File: config.mk
export PLATFORM = sky130hd
export DESIGN_NAME = range_zone_selector_hysteresis_core
export DESIGN_NICKNAME = d
export VERILOG_FILES = /design/src/rzs_pkg.sv /design/src/rzs_table.sv /design/src/rzs_ctrl.sv /design/src/range_zone_selector_hysteresis_core.sv
export SDC_FILE = /design/constraint.sdc
export NUM_CORES = 2
export LEC_CHECK = 0
export BUFFER_PORTS_ARGS = -buffer_cell sky130_fd_sc_hd__clkbuf_2
export CORE_MARGIN = 10
export CORE_UTILIZATION = 63
export CTS_CLUSTER_SIZE = 16
export DETAILED_ROUTE_END_ITERATION = 8
export GPL_ROUTABILITY_DRIVEN = 0
export PLACE_DENSITY_LB_ADDON = 0.15
export SETUP_SLACK_MARGIN = 0.4
export SLEW_MARGIN = 25
export SYNTH_ARGS = -nofsm -noshare
export SYNTH_HDL_FRONTEND = slang
export SYNTH_HIERARCHICAL = 1
export SYNTH_SLANG_ARGS = --single-unit
File: constraint.sdc
create_clock -name clk -period 19.85 [get_ports clk]
set_input_delay 1.985 -clock clk [delete_from_list [all_inputs] [get_ports clk]]
set_output_delay 1.985 -clock clk [all_outputs]
set_load 0.05 [all_outputs]
File: src/rzs_pkg.sv
// ---------------------------------------------------------------------------
// rzs_pkg: shared types and constants of the range zone selector
// Table geometry, item kind codes, register indexes and the table entry
// layout used by the controller, the table store and the top level.
// ---------------------------------------------------------------------------
package rzs_pkg;

  localparam int ENTRIES  = 16;
  localparam int SLOTS    = 16;
  localparam int SEARCH_N = (ENTRIES < SLOTS) ? ENTRIES : SLOTS;
  localparam int AW       = $clog2(SEARCH_N);
  localparam int CNT_W    = AW + 1;
  localparam int ZONE_W   = 4;
  localparam int IDX_W    = 4;
  localparam int BOUND_W  = 10;
  localparam int VAL_W    = 24;
  localparam int SAMPLE_W = 16;
  localparam int HYST_W   = 8;
  localparam int PADDR_W  = 3;
  localparam int PDATA_W  = 32;

  localparam logic [BOUND_W-1:0] SAMPLE_MAX = BOUND_W'(1000);
  localparam logic [HYST_W-1:0]  HYST_RESET = HYST_W'(10);

  localparam logic [1:0] KIND_SAMPLE = 2'd0;
  localparam logic [1:0] KIND_WRITE  = 2'd1;
  localparam logic [1:0] KIND_CLEAR  = 2'd2;

  localparam logic REG_HYST = 1'b0;
  localparam logic REG_MODE = 1'b1;

  typedef struct packed {
    logic [BOUND_W-1:0] lo;
    logic [BOUND_W-1:0] hi;
    logic [VAL_W-1:0]   cur;
    logic [VAL_W-1:0]   volt;
  } entry_t;

  typedef struct packed {
    logic          en;
    logic [AW-1:0] addr;
    entry_t        data;
  } tbl_wr_t;

  typedef struct packed {
    logic [HYST_W-1:0] hyst;
    logic              mode;
  } cfg_t;

endpackage

File: src/rzs_table.sv
// ---------------------------------------------------------------------------
// rzs_table: zone table store
// One synchronous memory of entries with one write and one registered read
// port. Per-entry valid bits make unwritten entries read as all zero.
// ---------------------------------------------------------------------------
module rzs_table (
  input  logic                    clk,
  input  logic                    rst,
  input  rzs_pkg::tbl_wr_t        wr,
  input  logic [rzs_pkg::AW-1:0]  raddr,
  output rzs_pkg::entry_t         rdata
);
  import rzs_pkg::*;

  entry_t              mem [SEARCH_N];
  logic [SEARCH_N-1:0] vld;
  entry_t              rd_q;
  logic                rd_vld;

  always_ff @(posedge clk) begin
    if (rst) begin
      vld <= '0;
    end else if (wr.en) begin
      vld[wr.addr] <= 1'b1;
    end
  end

  always_ff @(posedge clk) begin
    if (wr.en) begin
      mem[wr.addr] <= wr.data;
    end
  end

  always_ff @(posedge clk) begin
    rd_q   <= mem[raddr];
    rd_vld <= vld[raddr];
  end

  assign rdata = rd_vld ? rd_q : '0;

endmodule

File: src/rzs_ctrl.sv
// ---------------------------------------------------------------------------
// rzs_ctrl: item sequencer and zone decision
// Walks the table for the first entry holding the clamped sample, in mode 0
// applies hysteresis and step rules, then fetches the selected zone's values.
// ---------------------------------------------------------------------------
module rzs_ctrl (
  input  logic                         clk,
  input  logic                         rst,
  input  rzs_pkg::cfg_t                cfg,
  input  logic                         start,
  output logic                         busy,
  input  logic [1:0]                   kind,
  input  logic [rzs_pkg::IDX_W-1:0]    entry_index,
  input  logic [rzs_pkg::BOUND_W-1:0]  bound_a,
  input  logic [rzs_pkg::BOUND_W-1:0]  bound_b,
  input  logic [rzs_pkg::VAL_W-1:0]    limit_current,
  input  logic [rzs_pkg::VAL_W-1:0]    limit_voltage,
  input  logic signed [rzs_pkg::SAMPLE_W-1:0] sample,
  output rzs_pkg::tbl_wr_t             wr,
  output logic [rzs_pkg::AW-1:0]       raddr,
  input  rzs_pkg::entry_t              rdata,
  output logic                         done,
  output logic [rzs_pkg::ZONE_W-1:0]   zone,
  output logic                         zone_valid,
  output logic [rzs_pkg::VAL_W-1:0]    current_out,
  output logic [rzs_pkg::VAL_W-1:0]    voltage_out,
  output logic                         no_match,
  output logic                         zone_changed
);
  import rzs_pkg::*;

  typedef enum logic [4:0] {
    S_IDLE   = 5'b00001,
    S_SCAN   = 5'b00010,
    S_DECIDE = 5'b00100,
    S_FETCH  = 5'b01000,
    S_LOAD   = 5'b10000
  } state_t;

  state_t             state;
  logic [CNT_W-1:0]   issue_idx;
  logic               chk_vld;
  logic [AW-1:0]      chk_idx;
  logic [BOUND_W-1:0] x;
  logic [BOUND_W-1:0] x_clamp;
  logic               was_valid;
  logic [AW-1:0]      was_zone;
  logic               miss;
  logic [AW-1:0]      m_idx;
  logic [BOUND_W-1:0] m_lo;
  logic [BOUND_W-1:0] m_hi;
  logic [AW-1:0]      sel_zone;
  logic               sel_valid;
  logic [AW-1:0]      zone_next;
  logic               accept;
  logic               issue;
  logic               hit;
  logic               last_chk;

  function automatic logic holds(input logic [BOUND_W-1:0] a,
                                 input logic [BOUND_W-1:0] b,
                                 input logic [BOUND_W-1:0] v);
    if (a >= b) begin
      return (v <= a) && (v >= b);
    end
    return (v >= a) && (v <= b);
  endfunction

  assign busy     = (state != S_IDLE);
  assign accept   = start && !busy;
  assign issue    = (issue_idx < CNT_W'(SEARCH_N));
  assign hit      = chk_vld && holds(rdata.lo, rdata.hi, x);
  assign last_chk = chk_vld && (chk_idx == AW'(SEARCH_N - 1));
  assign raddr    = (state == S_SCAN) ? issue_idx[AW-1:0] : sel_zone;

  always_comb begin
    if (sample < 0) begin
      x_clamp = '0;
    end else if (sample > SAMPLE_W'(SAMPLE_MAX)) begin
      x_clamp = SAMPLE_MAX;
    end else begin
      x_clamp = sample[BOUND_W-1:0];
    end
  end

  // Table writes happen in the accepting cycle; entries beyond the
  // searched range are dropped.
  always_comb begin
    wr.en        = accept && (kind == KIND_WRITE) &&
                   (32'(entry_index) < SEARCH_N);
    wr.addr      = entry_index[AW-1:0];
    wr.data.lo   = bound_a;
    wr.data.hi   = bound_b;
    wr.data.cur  = limit_current;
    wr.data.volt = limit_voltage;
  end

  // Zone decision from the first match and the current selection.
  always_comb begin
    logic [CNT_W-1:0] mw;
    logic [CNT_W-1:0] cw;
    logic [CNT_W-1:0] c_up;
    mw   = {1'b0, m_idx};
    cw   = {1'b0, sel_zone};
    c_up = cw + CNT_W'(1);
    zone_next = m_idx;
    if (sel_valid && !cfg.mode) begin
      if (mw == c_up) begin
        if ({1'b0, x} < ({1'b0, m_lo} + {3'b000, cfg.hyst})) begin
          zone_next = sel_zone;
        end
      end else if ((sel_zone != '0) && (mw + CNT_W'(1) == cw)) begin
        if (({1'b0, x} + {3'b000, cfg.hyst}) > {1'b0, m_hi}) begin
          zone_next = sel_zone;
        end
      end else if (mw > c_up) begin
        zone_next = c_up[AW-1:0];
      end else if (mw + CNT_W'(1) < cw) begin
        zone_next = sel_zone - AW'(1);
      end
    end
  end

  always_ff @(posedge clk) begin
    if (rst) begin
      state     <= S_IDLE;
      issue_idx <= '0;
      chk_vld   <= 1'b0;
      sel_zone  <= '0;
      sel_valid <= 1'b0;
      done      <= 1'b0;
    end else begin
      done <= 1'b0;
      unique case (state)
        S_IDLE: begin
          issue_idx <= '0;
          chk_vld   <= 1'b0;
          if (accept) begin
            if (kind == KIND_SAMPLE) begin
              state <= S_SCAN;
            end else begin
              if (kind == KIND_CLEAR) begin
                sel_valid <= 1'b0;
                sel_zone  <= '0;
              end
              state <= S_FETCH;
            end
          end
        end
        S_SCAN: begin
          chk_vld <= issue;
          if (issue) begin
            issue_idx <= issue_idx + CNT_W'(1);
          end
          if (hit) begin
            state <= S_DECIDE;
          end else if (last_chk) begin
            sel_valid <= 1'b0;
            sel_zone  <= '0;
            state     <= S_FETCH;
          end
        end
        S_DECIDE: begin
          sel_zone  <= zone_next;
          sel_valid <= 1'b1;
          state     <= S_FETCH;
        end
        S_FETCH: begin
          state <= S_LOAD;
        end
        S_LOAD: begin
          done  <= 1'b1;
          state <= S_IDLE;
        end
        default: begin
          state <= S_IDLE;
        end
      endcase
    end
  end

  always_ff @(posedge clk) begin
    if (accept) begin
      x         <= x_clamp;
      was_valid <= sel_valid;
      was_zone  <= sel_zone;
      miss      <= 1'b0;
    end
    if (state == S_SCAN) begin
      chk_idx <= issue_idx[AW-1:0];
      if (hit) begin
        m_idx <= chk_idx;
        m_lo  <= rdata.lo;
        m_hi  <= rdata.hi;
      end else if (last_chk) begin
        miss <= 1'b1;
      end
    end
    if (state == S_LOAD) begin
      zone         <= ZONE_W'(sel_zone);
      zone_valid   <= sel_valid;
      current_out  <= sel_valid ? rdata.cur : '0;
      voltage_out  <= sel_valid ? rdata.volt : '0;
      no_match     <= miss;
      zone_changed <= (was_valid != sel_valid) ||
                      (sel_valid && (was_zone != sel_zone));
    end
  end

endmodule

File: src/range_zone_selector_hysteresis_core.sv
// ---------------------------------------------------------------------------
// range_zone_selector_hysteresis_core: range zone selector with hysteresis
// Selects a zone from a table of ranges for each sample and reports the
// zone's current limit and float voltage.
// ---------------------------------------------------------------------------
// Usage:
//   An item is taken when start is high and busy is low. kind selects a
//   sample, a table write or a clear of the selection. Exactly one result
//   per item appears on the result ports for one cycle with done high; the
//   receiver cannot stall it, so it must be captured in that cycle.
//   A sample walks the table one entry per cycle through the read port of
//   the table memory, stopping at the first match; a match then takes a
//   decision step, and the sample ends with a fetch of the selected zone's
//   values. The next item can be taken in the cycle done is shown.
//   Reset clears the table to all zero, deselects the zone and loads the
//   registers with hysteresis 10 and mode 0. Registers are written through
//   the APB port (hysteresis at byte 0, mode at byte 4). The user must write
//   them only while the block is idle; the block itself does not enforce it.
// ---------------------------------------------------------------------------
module range_zone_selector_hysteresis_core (
  input  logic                                clk,
  input  logic                                rst,
  input  logic                                psel,
  input  logic                                penable,
  input  logic                                pwrite,
  input  logic [rzs_pkg::PADDR_W-1:0]         paddr,
  input  logic [rzs_pkg::PDATA_W-1:0]         pwdata,
  output logic [rzs_pkg::PDATA_W-1:0]         prdata,
  output logic                                pready,
  input  logic                                start,
  output logic                                busy,
  input  logic [1:0]                          kind,
  input  logic [rzs_pkg::IDX_W-1:0]           entry_index,
  input  logic [rzs_pkg::BOUND_W-1:0]         bound_a,
  input  logic [rzs_pkg::BOUND_W-1:0]         bound_b,
  input  logic [rzs_pkg::VAL_W-1:0]           limit_current,
  input  logic [rzs_pkg::VAL_W-1:0]           limit_voltage,
  input  logic signed [rzs_pkg::SAMPLE_W-1:0] sample,
  output logic                                done,
  output logic [rzs_pkg::ZONE_W-1:0]          zone,
  output logic                                zone_valid,
  output logic [rzs_pkg::VAL_W-1:0]           current_out,
  output logic [rzs_pkg::VAL_W-1:0]           voltage_out,
  output logic                                no_match,
  output logic                                zone_changed
);
  import rzs_pkg::*;

  cfg_t          cfg;
  tbl_wr_t       wr;
  logic [AW-1:0] raddr;
  entry_t        rdata;
  logic          reg_wr;
  logic          reg_sel;

  assign pready  = 1'b1;
  assign reg_wr  = psel && penable && pwrite && pready;
  assign reg_sel = paddr[2];

  always_ff @(posedge clk) begin
    if (rst) begin
      cfg.hyst <= HYST_RESET;
      cfg.mode <= 1'b0;
    end else if (reg_wr) begin
      unique case (reg_sel)
        REG_HYST: cfg.hyst <= pwdata[HYST_W-1:0];
        REG_MODE: cfg.mode <= pwdata[0];
        default:  ;
      endcase
    end
  end

  always_comb begin
    unique case (reg_sel)
      REG_HYST: prdata = PDATA_W'(cfg.hyst);
      REG_MODE: prdata = PDATA_W'(cfg.mode);
      default:  prdata = '0;
    endcase
  end

  rzs_table u_table (
    .clk   (clk),
    .rst   (rst),
    .wr    (wr),
    .raddr (raddr),
    .rdata (rdata)
  );

  rzs_ctrl u_ctrl (
    .clk           (clk),
    .rst           (rst),
    .cfg           (cfg),
    .start         (start),
    .busy          (busy),
    .kind          (kind),
    .entry_index   (entry_index),
    .bound_a       (bound_a),
    .bound_b       (bound_b),
    .limit_current (limit_current),
    .limit_voltage (limit_voltage),
    .sample        (sample),
    .wr            (wr),
    .raddr         (raddr),
    .rdata         (rdata),
    .done          (done),
    .zone          (zone),
    .zone_valid    (zone_valid),
    .current_out   (current_out),
    .voltage_out   (voltage_out),
    .no_match      (no_match),
    .zone_changed  (zone_changed)
  );

endmodule

# Word level (Yosys, flattened, before mapping)
# Memory sizes are Yosys's and may differ from the RTL's. A register that Yosys moved wholly into a read port is not among the register bits.
# Index checks and enable logic that the tools add are counted.
[word_totals] ff_bits=142 ramBits=1088 in_bits=131 memories=1
[op_classes] n_addsub=6 magnitude_cmp=15 n_eq_ne=22 muxes=45 bitwise=2 n_reduce_logical=28
[mem_list] name="u_table.mem" words=16 word_bits=68 rd=1 rd_clocked_by_memory_dff=1 wr=1 line="rzs_table.sv:15" source="entry_t mem [SEARCH_N];"
[ops] op="$mux 68" count=1
[ops] op="$pmux 32 s2" count=1
[ops] op="$mux 4" count=14
[ops] op="$ge 10x10->1" count=3
[ops] op="$add 10x8->11" count=2
[ops] op="$le 10x10->1" count=2
[ops] op="$mux 5" count=4
[ops] op="$pmux 5 s4" count=1
[ops] op="$mux 1" count=17
[ops] op="$gt 16x10->1 const B" count=1
[ops] op="$lt 16x1->1 const B" count=1
[ops] op="$or 16x16->16" count=1
[ops] op="$logic_and 1x1->1" count=12
[ops] op="$pmux 4 s3" count=1
[ops] op="$reduce_and 2->1" count=6
[ops] op="$gt 11x10->1" count=1
[ops] op="$lt 10x11->1" count=1
[ops] op="$add 4x1->5 const B" count=2
[ops] op="$lt 4x5->1 const B" count=2
[ops] op="$mux 10" count=1
[ops] op="$pmux 5 s2" count=1
[ops] op="$ne 2x1->1 const B" count=4
[ops] op="$reduce_and 8->1" count=1
[ops] op="$reduce_and 6->1" count=1
[ops] op="other kinds (35)" count=37

# Logic depth before layout (Yosys ltp)
[logic_depth] depth_word=8 ltp_mapped=18 depth_no_buf=18

# Cells and area by module
# The synthesis kept the hierarchy.
[modules_own_cells] module="rzs_table" n_inst=1 cells_per_inst=1894 area_per_inst_um2=43206.4
[modules_own_cells] module="rzs_ctrl" n_inst=1 cells_per_inst=671 area_per_inst_um2=7204.4
[modules_own_cells] module="range_zone_selector_hysteresis_core" n_inst=1 cells_per_inst=75 area_per_inst_um2=676.9

# Worst setup path after synthesis
# No wires, ideal clock.
[synth_path] kind="input port to flip-flop" start="in start" end="mem u_table/mem[0][0] (netlist name), enable pin" setup_time_ps=578 t_arrival_ps=7675 required_time_ps=19272 slack_ps=11597 path_stages=4 n_path_buf=0 path_cell_list="nand2_1 > nor3b_1 > or3b_2 > nor3_1"
[synth_lines] element="start: declaration" line="range_zone_selector_hysteresis_core.sv:30" source="input logic start,"
[synth_lines] element="end: declaration" line="rzs_table.sv:15"

# Worst setup path after layout
[layout_path] start="reg u_ctrl.state[2]" end="reg u_table/rd_q[27] (netlist name)"
[layout_between] elab_chain_cells=2
[layout_rtl] element="start: declaration" line="rzs_ctrl.sv:40" source="state_t state;"
[layout_rtl] element="start signal: assignment" line="rzs_ctrl.sv:126" source="state <= S_IDLE;"
[layout_rtl] element="start signal: assignment" line="rzs_ctrl.sv:140" source="state <= S_SCAN;"
[layout_rtl] element="start signal: assignment" line="rzs_ctrl.sv:146" source="state <= S_FETCH;"
[layout_rtl] element="$eq 5x2->1" line="rzs_ctrl.sv:74" source="assign raddr = (state == S_SCAN) ? issue_idx[AW-1:0] : sel_zone;"
[layout_rtl] element="$mux 4" line="rzs_ctrl.sv:74"
[layout_rtl] element="via raddr[0]" line="range_zone_selector_hysteresis_core.sv:51" source="logic [AW-1:0] raddr;"
# The timed path passes the listed nets, and every way through them passes these cells.
# A chain may end at the register's enable or synchronous reset.

==> out/qor.csv <==
stage,metric,value,unit
status,status,finished clean,
setup_path,cp-end-kind,flop,
floorplan,ioPinCount,221,
cts,cts.sinks,1298,
cts,worstSkewPairLatency,0.72,ns
synth,synthTopCellsByArea,"edfxtp_1, mux4_2, dfxtp_1",
setup_path,arrival,5.61,ns
sta,final-max-slew-violation-count,0,
floorplan,core_area,80400,um2
synth,ys_top_cells_by_count,"edfxtp_1, mux4_2, a22oi_1, and2_1, dfxtp_1",
placement,place_area,52600,um2
cts,post_cts_buffers,0,
power_and_ir_drop,switching_power,1.10,mW
setup_path,required,20.44,ns
route,viasPerCell,6.41,
sta,tns,0,ns
synth,avgSynthCellArea,19.4,um2
synth,synth_edf_count,1186,
power_and_ir_drop,pwr-share-seq,54.4,%
placement,dpl.hpwl,58.9,mm
cts,cts_resized,0,
cts,cts_hold_buf,0,
power_and_ir_drop,comb_power_share,2.0,%
synth,synth_most_common_cell,edfxtp_1,
route,post-route-drc-count,0,
route,ant_nets,0,
floorplan,die_area,92900,um2
power_and_ir_drop,vdd_drop_max,0.0805,mV
route,wirelength,112,mm
global_routing,antenna_found_initial,11,
global_routing,grt_pass1_vias,26498,
floorplan,fp-row-count,104,
synth,synthesis.area,51100,um2
setup_path,worstReg2RegEnd,u_table/rd_q[27],
power_and_ir_drop,p_sw_share,20.0,%
final_layout,fin_area,56900,um2
setup_path,crit_type,reg -> reg,
job,drv_cap,0,
synth,synthCells,2640,
cts,clk_pin_slew_worst_paths,0.06,ns
synth,ys_seq_elements,1298,
cts,cts_root_buf,clkbuf_16,
setup_path,critPathLaunch,u_ctrl/state[2],
floorplan,dieHeight,305,um
final_layout,fill_cells,4891,
final_layout,final_core_util,70.7,%
setup_path,reg2reg_depth,12,
cts,htreeDepth,4,
power_and_ir_drop,power.leakage,18.5,nW
sta,clock.fmax,0.200,GHz
synth,synth_top_area_share,69.7,%
synth,yosysWarnings,6,
route,first_pass_iters,5,
cts,cts_buffers,130,
setup_path,reg2reg_from,u_ctrl/state[2],
final_layout,syn_to_final_growth,11.3,%
power_and_ir_drop,p_clk_share,43.6,%
sta,skew,0.0219,ns
synth,ys.flop_type,edfxtp_1,
synth,yosysUniqueCellTypes,71,
global_routing,grt.total_usage,24.3,%
power_and_ir_drop,powerDensity,97.0,nW/um2
placement,numPortBuffers,169,
setup_path,crit_path_end,u_table/rd_q[27],
setup_path,startpoint_type,flop,
final_layout,final_cells,3973,
global_routing,grt_pass1_wl,169,mm
setup_path,cp_max_fo,50,
global_routing,overflow,0,
sta,rsz0062_at_grt,no,
power_and_ir_drop,power,5.51,mW
sta,relSlewSlack,30.3,%
floorplan,dieWidth,305,um
cts,cts_tree,done,
placement,place_inst,3728,
sta,hold_violations,0,
synth,async_flop_share,0,%
route,drt_iter0_drc,2629,
final_layout,fin_nets,3012,
route,vias,25473,
sta,setup_viol,0,
global_routing,grt_max_degree,158,
sta,min_period,5.01,ns
setup_path,r2r_slack,14.84,ns
floorplan,initial_core_util,63.5,%
sta,worst_pin_slew,1.04,ns
synth,yosysSeqAreaShare,74.1,%
synth,synth_area_leader_cell,edfxtp_1,
worst_hold_path,min-delay-path-class,reg -> reg,
cts,cts_buffer_depth,3,
final_layout,drive_gt1_share,25.4,%
sta,final.period_utilization,25.3,%
route,wl_per_cell,28.2,um
power_and_ir_drop,intPower,4.41,mW
-- how the worst min path moves through the flow --
| stage | from | endpoint | slack (ns) | depth (start not counted) |
|---|---|---|---|---|
| after floorplan | u_ctrl/miss | u_ctrl/no_match | 0.41 | 0 |
| after detailed placement | u_ctrl/miss | u_ctrl/no_match | 0.43 | 0 |
| after global placement | u_ctrl/miss | u_ctrl/no_match | 0.42 | 0 |
| after CTS | u_ctrl/miss | u_ctrl/no_match | 0.44 | 0 |
| after global routing | u_ctrl/miss | u_ctrl/no_match | 0.46 | 0 |
| final | u_ctrl/miss | u_ctrl/no_match | 0.44 | 0 |
-- critical path: stages, from the launching register on --
cell and delay (ns):
dfxtp_1 0.35, or2_1 0.26, nor2_1 0.12, nand3b_1 0.20
inv_1 0.45, nand2_1 0.18, o21ai_4 0.11, buf_4 0.70
buf_6 0.66, buf_4 0.84, mux4_2 0.61, a22oi_1 0.25
nand2_1 0.08
-- area by class of cell --
class / count / area [um2] / share of cell area, %
flip-flops and latches: 1298 / 37900 / 66.6
inverters: 46 / 173 / 0.304
repair buffers: 220 / 1300 / 2.29
diodes: 6 / 15.0 / 0.0264
clock buffers: 171 / 3560 / 6.27
well taps: 1060 / 1330 / 2.33
clock inverters: 67 / 658 / 1.16
multi-input cells: 1105 / 12000 / 21.0
-- kinds of logic after synthesis --
| logic type | synth area share [%] |
|---|---|
| flip-flops | 74.1 |
| AND/OR/NAND/NOR | 4.19 |
| multiplexers | 12.4 |
| AO/OA/AOI/OAI | 3.83 |
| buffers and inverters | 2.99 |
| adder cells (fa/ha/maj) | 1.99 |
| XOR/XNOR | 0.480 |
| other | 0.0147 |
-- routing by layer --
metal	part of all wire [%]	GRT usage, %	vias to the layer above	wire length [um]
met4	2.7	7.99	10	3010
met2	51	40.8	1085	57300
met3	7.3	4.33	224	8190
met1	39	32.1	13357	43600
li1	-	-	10797	-
met5	0.061	0	-	69
-- power groups by stage --
stage / Combinational (mW) / Clock, mW / Sequential, mW
floorplan: 0.0877 / 0 / 3.05
global placement: 0.105 / 0 / 3.06
detailed placement: 0.112 / 0 / 3.06
CTS: 0.113 / 2.45 / 3.00
global route: 0.125 / 2.55 / 3.00
finish: 0.113 / 2.40 / 3.00
-- flip-flops by register name, indices dropped and copies added (netlist names), 5 cells and up --
register	cells
u_table/rd_q	68
u_ctrl/issue_idx	5
u_ctrl/m_lo	10
u_table/vld	16
u_ctrl/current_out	24
u_ctrl/voltage_out	24
cfg	9
u_ctrl/m_hi	10
u_table/mem	1088
u_ctrl/x	10
u_ctrl/state	5
-- cell usage in the layout (no fill, tap or decap), types with 7 or more instances in the layout --
cell type / netlist / layout
mux2i_1: 10 / 10
nand2_1: 99 / 99
and2_1: 124 / 123
a21o_1: 10 / 10
inv_1: 43 / 43
a22oi_1: 141 / 141
nor2_4: 0 / 13
clkbuf_1: 52 / 30
nand2b_1: 20 / 20
nor2b_1: 11 / 9
clkbuf_16: 0 / 134
dfxtp_1: 112 / 110
o21ai_0: 18 / 16
nand4_1: 10 / 10
xnor2_1: 19 / 19
buf_4: 105 / 45
clkinv_2: 0 / 28
a21oi_1: 44 / 44
edfxtp_1: 1186 / 1186
mux4_2: 273 / 273
o21ai_1: 7 / 7
a31oi_1: 7 / 7
o211ai_1: 7 / 7
nor2_1: 72 / 59
clkinv_1: 0 / 12
nor3_1: 16 / 12
ha_1: 78 / 78
nand3_1: 27 / 27
bufinv_16: 0 / 9
clkbuf_2: 0 / 169
and2b_2: 7 / 7
clkbuf_8: 0 / 7
xor2_1: 9 / 9
conb_1: 2 / 25
-- through the flow --
stage / hold slack (ns) / setup WS [ns]
final: 0.443 / 14.84
after global routing: 0.456 / 14.26
after CTS: 0.444 / 14.43
after detailed placement: 0.433 / 14.15
after global placement: 0.418 / 13.86
after floorplan: 0.408 / 11.60
Note: power is estimated with default switching activity, not from simulation.
